File: src/sv/wlra_pkg.sv
// Package for the wrapping log ring allocator.
// Holds the store geometry, the item types and the opcode codes.
// Depends on nothing; every other file imports it.
`default_nettype none

package wlra_pkg;

	localparam int STORE_BYTES = 4096;
	localparam int ALIGN_BYTES = 8;

	localparam int FIELD_W  = 13;
	localparam int OFFSET_W = 12;
	localparam int OFS_W    = $clog2(STORE_BYTES + 1);
	localparam int NEED_W   = FIELD_W + 1;
	localparam int CMP_W    = ((NEED_W > OFS_W) ? NEED_W : OFS_W) + 1;

	localparam bit ALIGN_POW2 = (ALIGN_BYTES & (ALIGN_BYTES - 1)) == 0;
	localparam int RECIP_SH   = NEED_W + 7;
	localparam int RECIP_W    = RECIP_SH + 1;
	localparam longint RECIP  = ((64'd1 << RECIP_SH) + ALIGN_BYTES - 1) / ALIGN_BYTES;

	typedef enum logic [1:0] {
		OP_ALLOC   = 2'd0,
		OP_FREE    = 2'd1,
		OP_RELEASE = 2'd2,
		OP_CLEAR   = 2'd3
	} opcode_t;

	typedef struct packed {
		opcode_t              opcode;
		logic [FIELD_W-1:0]   alloc_length;
		logic [FIELD_W-1:0]   position;
	} req_t;

	typedef struct packed {
		logic                 ok;
		logic [OFFSET_W-1:0]  offset;
	} rsp_t;

endpackage

`default_nettype wire

File: src/sv/wlra_round.sv
// Rounds a requested length up to a multiple of the alignment.
// Uses a mask for a power-of-two alignment and a reciprocal multiply otherwise.
// Depends on wlra_pkg.
`default_nettype none

module wlra_round (
	input  wire logic [wlra_pkg::FIELD_W-1:0] want,
	output logic      [wlra_pkg::NEED_W-1:0]  need
);
	import wlra_pkg::*;

	logic [NEED_W-1:0] sum;

	assign sum = NEED_W'(want) + NEED_W'(ALIGN_BYTES - 1);

	if (ALIGN_POW2) begin : g_mask
		assign need = sum & ~NEED_W'(ALIGN_BYTES - 1);
	end else begin : g_recip
		localparam int PW = NEED_W + RECIP_W;
		logic [PW-1:0]     prod;
		logic [NEED_W-1:0] quo;

		assign prod = PW'(sum) * PW'(RECIP);
		assign quo  = prod[RECIP_SH +: NEED_W];
		assign need = NEED_W'(quo * NEED_W'(ALIGN_BYTES));
	end

endmodule

`default_nettype wire

File: src/sv/wlra_core.sv
// Offset state of the allocator and the rule that updates it for one item.
// Head, tail and wrap cut change only when an item is processed.
// Depends on wlra_pkg and wlra_round.
`default_nettype none

module wlra_core (
	input  wire logic           clk,
	input  wire logic           arst_n,
	input  wire logic           fire,
	input  wire wlra_pkg::req_t req,
	output wlra_pkg::rsp_t      rsp
);
	import wlra_pkg::*;

	localparam logic [OFS_W-1:0] SB_O = OFS_W'(STORE_BYTES);
	localparam logic [CMP_W-1:0] SB_C = CMP_W'(STORE_BYTES);

	logic [OFS_W-1:0]  head_q, tail_q, wrap_q;
	logic [OFS_W-1:0]  head_d, tail_d, wrap_d;
	logic [NEED_W-1:0] need;
	logic [CMP_W-1:0]  h, t, wc, pos_x, pos_c, need_x, where;
	logic              ok;

	wlra_round u_round (
		.want (req.alloc_length),
		.need (need)
	);

	assign h      = CMP_W'(head_q);
	assign t      = CMP_W'(tail_q);
	assign wc     = CMP_W'(wrap_q);
	assign pos_x  = CMP_W'(req.position);
	assign pos_c  = (pos_x > SB_C) ? SB_C : pos_x;
	assign need_x = CMP_W'(need);

	always_comb begin
		head_d = head_q;
		tail_d = tail_q;
		wrap_d = wrap_q;
		ok     = 1'b1;
		where  = '0;
		case (req.opcode)
			OP_ALLOC: begin
				if (h < t) begin
					if (need_x <= SB_C - t) begin
						where  = t;
						tail_d = OFS_W'(t + need_x);
					end else if (need_x < h) begin
						wrap_d = tail_q;
						tail_d = OFS_W'(need_x);
					end else begin
						ok = 1'b0;
					end
				end else if (h > t) begin
					if (need_x < h - t) begin
						where  = t;
						tail_d = OFS_W'(t + need_x);
					end else begin
						ok = 1'b0;
					end
				end else begin
					if (need_x < SB_C - t) begin
						where  = t;
						tail_d = OFS_W'(t + need_x);
					end else begin
						ok = 1'b0;
					end
				end
			end
			OP_FREE: begin
				if (pos_c == '0 && head_q != '0) begin
					tail_d = wrap_q;
					wrap_d = SB_O;
				end else begin
					tail_d = OFS_W'(pos_c);
				end
			end
			OP_RELEASE: begin
				if (h < t) begin
					if (pos_c == t) begin
						head_d = '0;
						tail_d = '0;
					end else begin
						head_d = OFS_W'(pos_c);
					end
				end else begin
					if (pos_c == wc) begin
						head_d = '0;
						wrap_d = SB_O;
					end else begin
						head_d = OFS_W'(pos_c);
					end
				end
			end
			OP_CLEAR: begin
				head_d = '0;
				tail_d = '0;
				wrap_d = SB_O;
			end
			default: begin
				head_d = '0;
				tail_d = '0;
				wrap_d = SB_O;
			end
		endcase
	end

	assign rsp.ok     = ok;
	assign rsp.offset = where[OFFSET_W-1:0];

	always_ff @(posedge clk or negedge arst_n) begin
		if (!arst_n) begin
			head_q <= '0;
			tail_q <= '0;
			wrap_q <= SB_O;
		end else if (fire) begin
			head_q <= head_d;
			tail_q <= tail_d;
			wrap_q <= wrap_d;
		end
	end

	a_within_store: assert property (@(posedge clk) disable iff (!arst_n)
		head_q <= SB_O && tail_q <= SB_O && wrap_q <= SB_O)
		else $error("offset register beyond the store");

	a_clear_empties: assert property (@(posedge clk) disable iff (!arst_n)
		fire && req.opcode == OP_CLEAR |=> head_q == '0 && tail_q == '0 && wrap_q == SB_O)
		else $error("clear did not empty the store");

	a_fail_keeps_state: assert property (@(posedge clk) disable iff (!arst_n)
		fire && req.opcode == OP_ALLOC && !ok |=>
		$stable(tail_q) && $stable(head_q) && $stable(wrap_q))
		else $error("failed allocation changed the offsets");

	a_idle_keeps_state: assert property (@(posedge clk) disable iff (!arst_n)
		!fire |=> $stable(tail_q) && $stable(head_q) && $stable(wrap_q))
		else $error("offsets changed without an item");

endmodule

`default_nettype wire

File: src/sv/wrapping_log_ring_allocator.sv
// Wrapping log ring allocator: tracks head, tail and wrap-cut offsets of a
// circular byte store and answers allocate, free, release and clear items.
// Depends on wlra_pkg and wlra_core.
//
// The request channel carries one item of type req_t: an opcode, a length
// for allocation and a position for free and release. The response channel
// returns exactly one rsp_t per request: ok, and the offset of an allocated
// record (zero for a failed allocation and for the other opcodes).
// Each request is registered in the input register, processed against the
// offset registers by the core and its response registered in the output
// register, from which it is offered until it is accepted.
// One request is accepted in every cycle while responses are taken; the
// three offset registers are updated once for each processed request.
// Reset empties the store: head and tail at zero, wrap cut at the store size.
// While the response side stalls, the held response stays on the port, one
// further request waits in the input register and req_stall is raised.
`default_nettype none

module wrapping_log_ring_allocator (
	input  wire logic           clk,
	input  wire logic           arst_n,
	input  wire logic           req_valid,
	output logic                req_stall,
	input  wire wlra_pkg::req_t req,
	output logic                rsp_valid,
	input  wire logic           rsp_stall,
	output wlra_pkg::rsp_t      rsp
);
	import wlra_pkg::*;

	logic valid_s1, valid_s2, advance, fire;
	req_t req_s1;
	rsp_t rsp_s2, rsp_c;

	assign advance   = !valid_s2 || !rsp_stall;
	assign fire      = valid_s1 && advance;
	assign req_stall = valid_s1 && !advance;

	wlra_core u_core (
		.clk    (clk),
		.arst_n (arst_n),
		.fire   (fire),
		.req    (req_s1),
		.rsp    (rsp_c)
	);

	always_ff @(posedge clk or negedge arst_n) begin
		if (!arst_n) begin
			valid_s1 <= 1'b0;
			valid_s2 <= 1'b0;
		end else begin
			if (!req_stall) begin
				valid_s1 <= req_valid;
			end
			if (advance) begin
				valid_s2 <= valid_s1;
			end
		end
	end

	always_ff @(posedge clk) begin
		if (!req_stall && req_valid) begin
			req_s1 <= req;
		end
		if (fire) begin
			rsp_s2 <= rsp_c;
		end
	end

	assign rsp_valid = valid_s2;
	assign rsp       = rsp_s2;

endmodule

`default_nettype wire
File: config.mk
export PLATFORM = sky130hd
export DESIGN_NAME = wrapping_log_ring_allocator
export DESIGN_NICKNAME = d
export VERILOG_FILES = /design/src/sv/wlra_pkg.sv /design/src/sv/wlra_round.sv /design/src/sv/wlra_core.sv /design/src/sv/wrapping_log_ring_allocator.sv
export SDC_FILE = /design/constraint.sdc
export NUM_CORES = 1
export LEC_CHECK = 0
export ABC_AREA = 1
export ABC_CLOCK_PERIOD_IN_PS = 9650
export BUFFER_PORTS_ARGS = -buffer_cell sky130_fd_sc_hd__buf_4
export CORE_ASPECT_RATIO = 0.9
export CORE_MARGIN = 2
export CORE_UTILIZATION = 25
export CTS_CLUSTER_DIAMETER = 200
export CTS_CLUSTER_SIZE = 30
export DETAILED_ROUTE_END_ITERATION = 12
export GPL_ROUTABILITY_DRIVEN = 0
export PLACE_DENSITY = 0.43
export SLEW_MARGIN = 10
export SYNTH_ARGS = -nofsm -noshare
export SYNTH_HDL_FRONTEND = slang
export SYNTH_HIERARCHICAL = 1
export SYNTH_SLANG_ARGS = --single-unit
export TNS_END_PERCENT = 50
File: constraint.sdc
create_clock -name clk -period 9.65 [get_ports clk]
set_input_delay 0.4825 -clock clk [delete_from_list [all_inputs] [get_ports clk]]
set_output_delay 0.4825 -clock clk [all_outputs]
set_load 0.02 [all_outputs]
==> qor.csv <==
stage;metric;value;unit
clock_network;cts_buffers;9;
outcome;run_status;complete, no violations;
critical_path;rr_endpoint;u_core/wrap_q[6];
critical_path;reg2reg_slack;4.66;ns
critical_path;slowest_stage;a21oi_2;
cells_and_area;utilization;0.2882;
clock_network;clk_path_buf_depth;2;
power_and_ir_drop;ir_worst_vdd;111.3;uV
power_and_ir_drop;pwr-share-seq;0.227;
synthesis;ys_warn_count;6;
critical_path;crit_buf_inv;3;
power_and_ir_drop;power_leakage;3.885;nW
min_path;hold_path.class;primary input to asynchronous set/reset pin;
floorplan;die_area;29620;um2
floorplan;die_h;163.5;um
cells_and_area;num_antenna_cells;0;
cells_and_area;fin_nets;1124;
sta;fin_skew;0.01013;ns
cells_and_area;final_cell_mix;303 x nand2_1, 104 x inv_1, 87 x nor2_1;
drt;ant_nets;0;
placement;portBuffers;46;
cells_and_area;final_common_cell;nand2_1;
critical_path;worst-r2r-cell-count;21;
synthesis;synth-edff-count;41;
power_and_ir_drop;pwr-share-clk;0.147;
clock_network;clkTransAtPathRegs;0.07;ns
critical_path;cp_num_cells;21;
clock_network;clk_latency;0.35;ns
sta;fin_tns_setup;0;ns
power_and_ir_drop;p_sw;1.247;mW
power_and_ir_drop;power-per-cell-area;296.9;nW/um2
sta;fin_crit;4.986;ns
synthesis;synthSimpleGateAreaFrac;0.3678;
floorplan;fp.coreArea;27870;um2
critical_path;path_class;flip-flop to flip-flop;
synthesis;synth-seq-cells;82;
drt;dr.pass1.iters;5;
critical_path;slowest_delay;0.69;ns
critical_path;cp_max_fo;17;
drt;drt_wl_total;23.68;mm
sta;rsz0062_at_grt;false;
critical_path;path_delay_family;simple AND/OR/NAND/NOR gates;
drt;wire_per_inst;17.03;um
synthesis;syn_area;7066;um2
placement;dp_cells;1374;
sta;post-route-period-util;0.5167;
critical_path;crit_path_end_kind;flip-flop;
clock_network;cts_root_buffer;clkbuf_16;
synthesis;synth_fa_ha_area_frac;0.1208;
sta;relSlewSlack;0.3944;
synthesis;ys.flop_type;edfxtp_1;
critical_path;r2r-start;u_core/tail_q[1];
drt;avgViaCountPerCell;4.786;
synthesis;seq_area_frac_synth;0.3196;
critical_path;crit_top_cell;nand2_1;
critical_path;startpoint;u_core/tail_q[1];
global_routing;grtUsageTotal;0.1618;
floorplan;initial_utilization;0.2535;
sta;timing.fmax;200.6;MHz
floorplan;placementRows;58;
cells_and_area;fillers;3093;
synthesis;syn_avg_cell_area;7.130;um2
clock_network;htree_levels;3;
critical_path;setup.worst_path.end;u_core/wrap_q[6];
clock_network;cts.sinks;82;
power_and_ir_drop;netSwitchingFraction;0.5230;
sta;tightest_slew;0.9074;ns
cells_and_area;final_layout_size_suffix_gt1_frac;0.09612;
synthesis;yosysUniqueCellTypes;45;
synthesis;synth-compound-area-share;0.06712;
clock_network;cts_resized;0;
sta;final-setup-viol-count;0;
critical_path;critPathLaunchType;flip-flop;
floorplan;pin_count;47;
clock_network;post_cts_buffers;0;
global_routing;antenna_found_initial;0;
global_routing;grt_pass1_wl;36.50;mm
sta;drv_slew;0;
synthesis;async_flop_share;0.5000;
synthesis;synth_top_family_by_area;simple AND/OR/NAND/NOR gates;
critical_path;critPathRequiredTime;9.90;ns
cells_and_area;stdcell_count;1390;
synthesis;synth.area.mux_share;0;
sta;hold_violations;0;
clock_network;hold_buffers;0;
cells_and_area;syn2layout_area_growth;13.65;%
synthesis;postSynthCellCount;991;
global_routing;first_global_vias;6168;
global_routing;grt.overflow.total;0;
power_and_ir_drop;p_int;1.137;mW
global_routing;grt_max_degree;42;
drt;drcViolationCount;0;
synthesis;synthXorXnorAreaFrac;0.04215;
job;maxCapViolations;0;
critical_path;cp_cell_sequence;inv_1 -> ha_1 -> nand2_1 -> nor2_1 -> nand3_1 -> nor2_1 -> inv_1 -> nor3_1 -> inv_1 -> o21ai_0 -> nand2_1 -> ha_1 -> nand4_1 -> nor3_1 -> nand2_1 -> nand2_1 -> nand3_2 -> a21oi_2 -> nand2_2 -> nand2_1 -> nand2_1;
power_and_ir_drop;combPwrFrac;0.626;
drt;num_vias;6652;
placement;hpwlAfterDp;18.55;mm
floorplan;dieWidth;181.2;um
clock_network;cts_tree;built;
critical_path;arrival;5.23;ns
drt;drt-initial-drc-count;563;
-- sequential cells by signal (all words and copies together) (netlist names) --
signal,flops
req_s1,28
rsp,13
rsp_valid,1
u_core/head_q,13
u_core/tail_q,13
u_core/wrap_q,13
valid_s1,1
-- power groups by stage --
| stage | Sequential [mW] | Clock, mW | Combinational, mW |
|---|---|---|---|
| 2_1_floorplan | 0.502 | 0 | 1.11 |
| 3_3_place_gp | 0.547 | 0 | 1.48 |
| 3_5_place_dp | 0.547 | 0 | 1.47 |
| 4_1_cts | 0.541 | 0.359 | 1.48 |
| 5_1_grt | 0.549 | 0.369 | 1.70 |
| 6_report | 0.542 | 0.350 | 1.49 |
-- worst reg2reg max path: cells and delay by family (launching register included) --
family	cells	cell delay, ns
buffers and inverters	3	0.51
AND/OR/NAND/NOR	14	2.52
adder cells (fa/ha/maj)	2	0.59
AO/OA/AOI/OAI	2	0.84
flip-flops	1	0.43
-- routing by layer --
layer / wire [um] / vias up / share of wire / global-route usage
met1: 11920 / 3090 / 0.50 / 0.2379
li1: - / 3343 / - / -
met5: 0 / - / 0 / 0
met2: 10120 / 188 / 0.43 / 0.2464
met3: 1116 / 31 / 0.047 / 0.01918
met4: 524 / 0 / 0.022 / 0.05026
-- stage by stage --
stage / power, mW / hold slack (ns) / cell area (um2) / setup WS, ns
CTS: 2.378 / 0.1369 / 8030 / 4.760
detailed placement: 2.014 / 0.4690 / 7732 / 4.777
floorplan: 1.611 / 0.1869 / 7073 / 6.347
finish: 2.384 / 0.1170 / 8030 / 4.664
global route: 2.620 / 0.1643 / 8030 / 4.115
global placement: 2.030 / 0.4649 / 7732 / 4.900
-- cell families (layout without fill, tap and decap cells) --
group | after synthesis | count (layout)
simple gates | 584 | 584
xor+xnor | 34 | 34
buf+inv | 139 | 176
flops | 82 | 82
fa+ha+maj | 67 | 67
compound gates | 84 | 84
other cells | 1 | 3
-- how the worst min path moves through the flow --
stage / cells past startpoint / endpoint / start / slack (ns)
6_report: 1 / u_core/wrap_q[6] / arst_n / 0.12
5_1_grt: 1 / u_core/wrap_q[2] / arst_n / 0.16
4_1_cts: 1 / u_core/head_q[5] / arst_n / 0.14
3_5_place_dp: 2 / u_core/wrap_q[7] / u_core/wrap_q[7] / 0.47
3_3_place_gp: 2 / u_core/wrap_q[7] / u_core/wrap_q[7] / 0.46
2_1_floorplan: 0 / rsp_valid / arst_n / 0.19
-- cells in the mapped netlist, types with 5 or more instances --
| cell | instances | area [um2] |
|---|---|---|
| nand2_1 | 303 | 1137 |
| inv_1 | 104 | 390.4 |
| nor2_1 | 87 | 326.6 |
| nand3_1 | 86 | 430.4 |
| ha_1 | 65 | 813.3 |
| nand4_1 | 45 | 281.5 |
| a21oi_1 | 42 | 210.2 |
| edfxtp_1 | 41 | 1231 |
| dfrtp_1 | 40 | 1001 |
| xor2_1 | 25 | 219.0 |
| nor3_1 | 24 | 120.1 |
| o21ai_0 | 21 | 105.1 |
| nand2_2 | 15 | 93.84 |
| clkbuf_1 | 11 | 41.29 |
| xnor2_1 | 9 | 78.83 |
| buf_2 | 7 | 35.03 |
| buf_4 | 7 | 52.55 |
| clkinv_1 | 5 | 18.77 |
-- cell type report --
class,instances,area [um2],area share
Multi-Input combinational cell,772,4239,0.5279
Sequential cell,82,2258,0.2812
Tap cell,360,450.4,0.05609
Inverter,111,416.7,0.05189
Timing Repair Buffer,49,367.9,0.04581
Clock buffer,9,225.2,0.02805
Clock inverter,7,72.57,0.009037
Power figures use the tool's default switching activity.
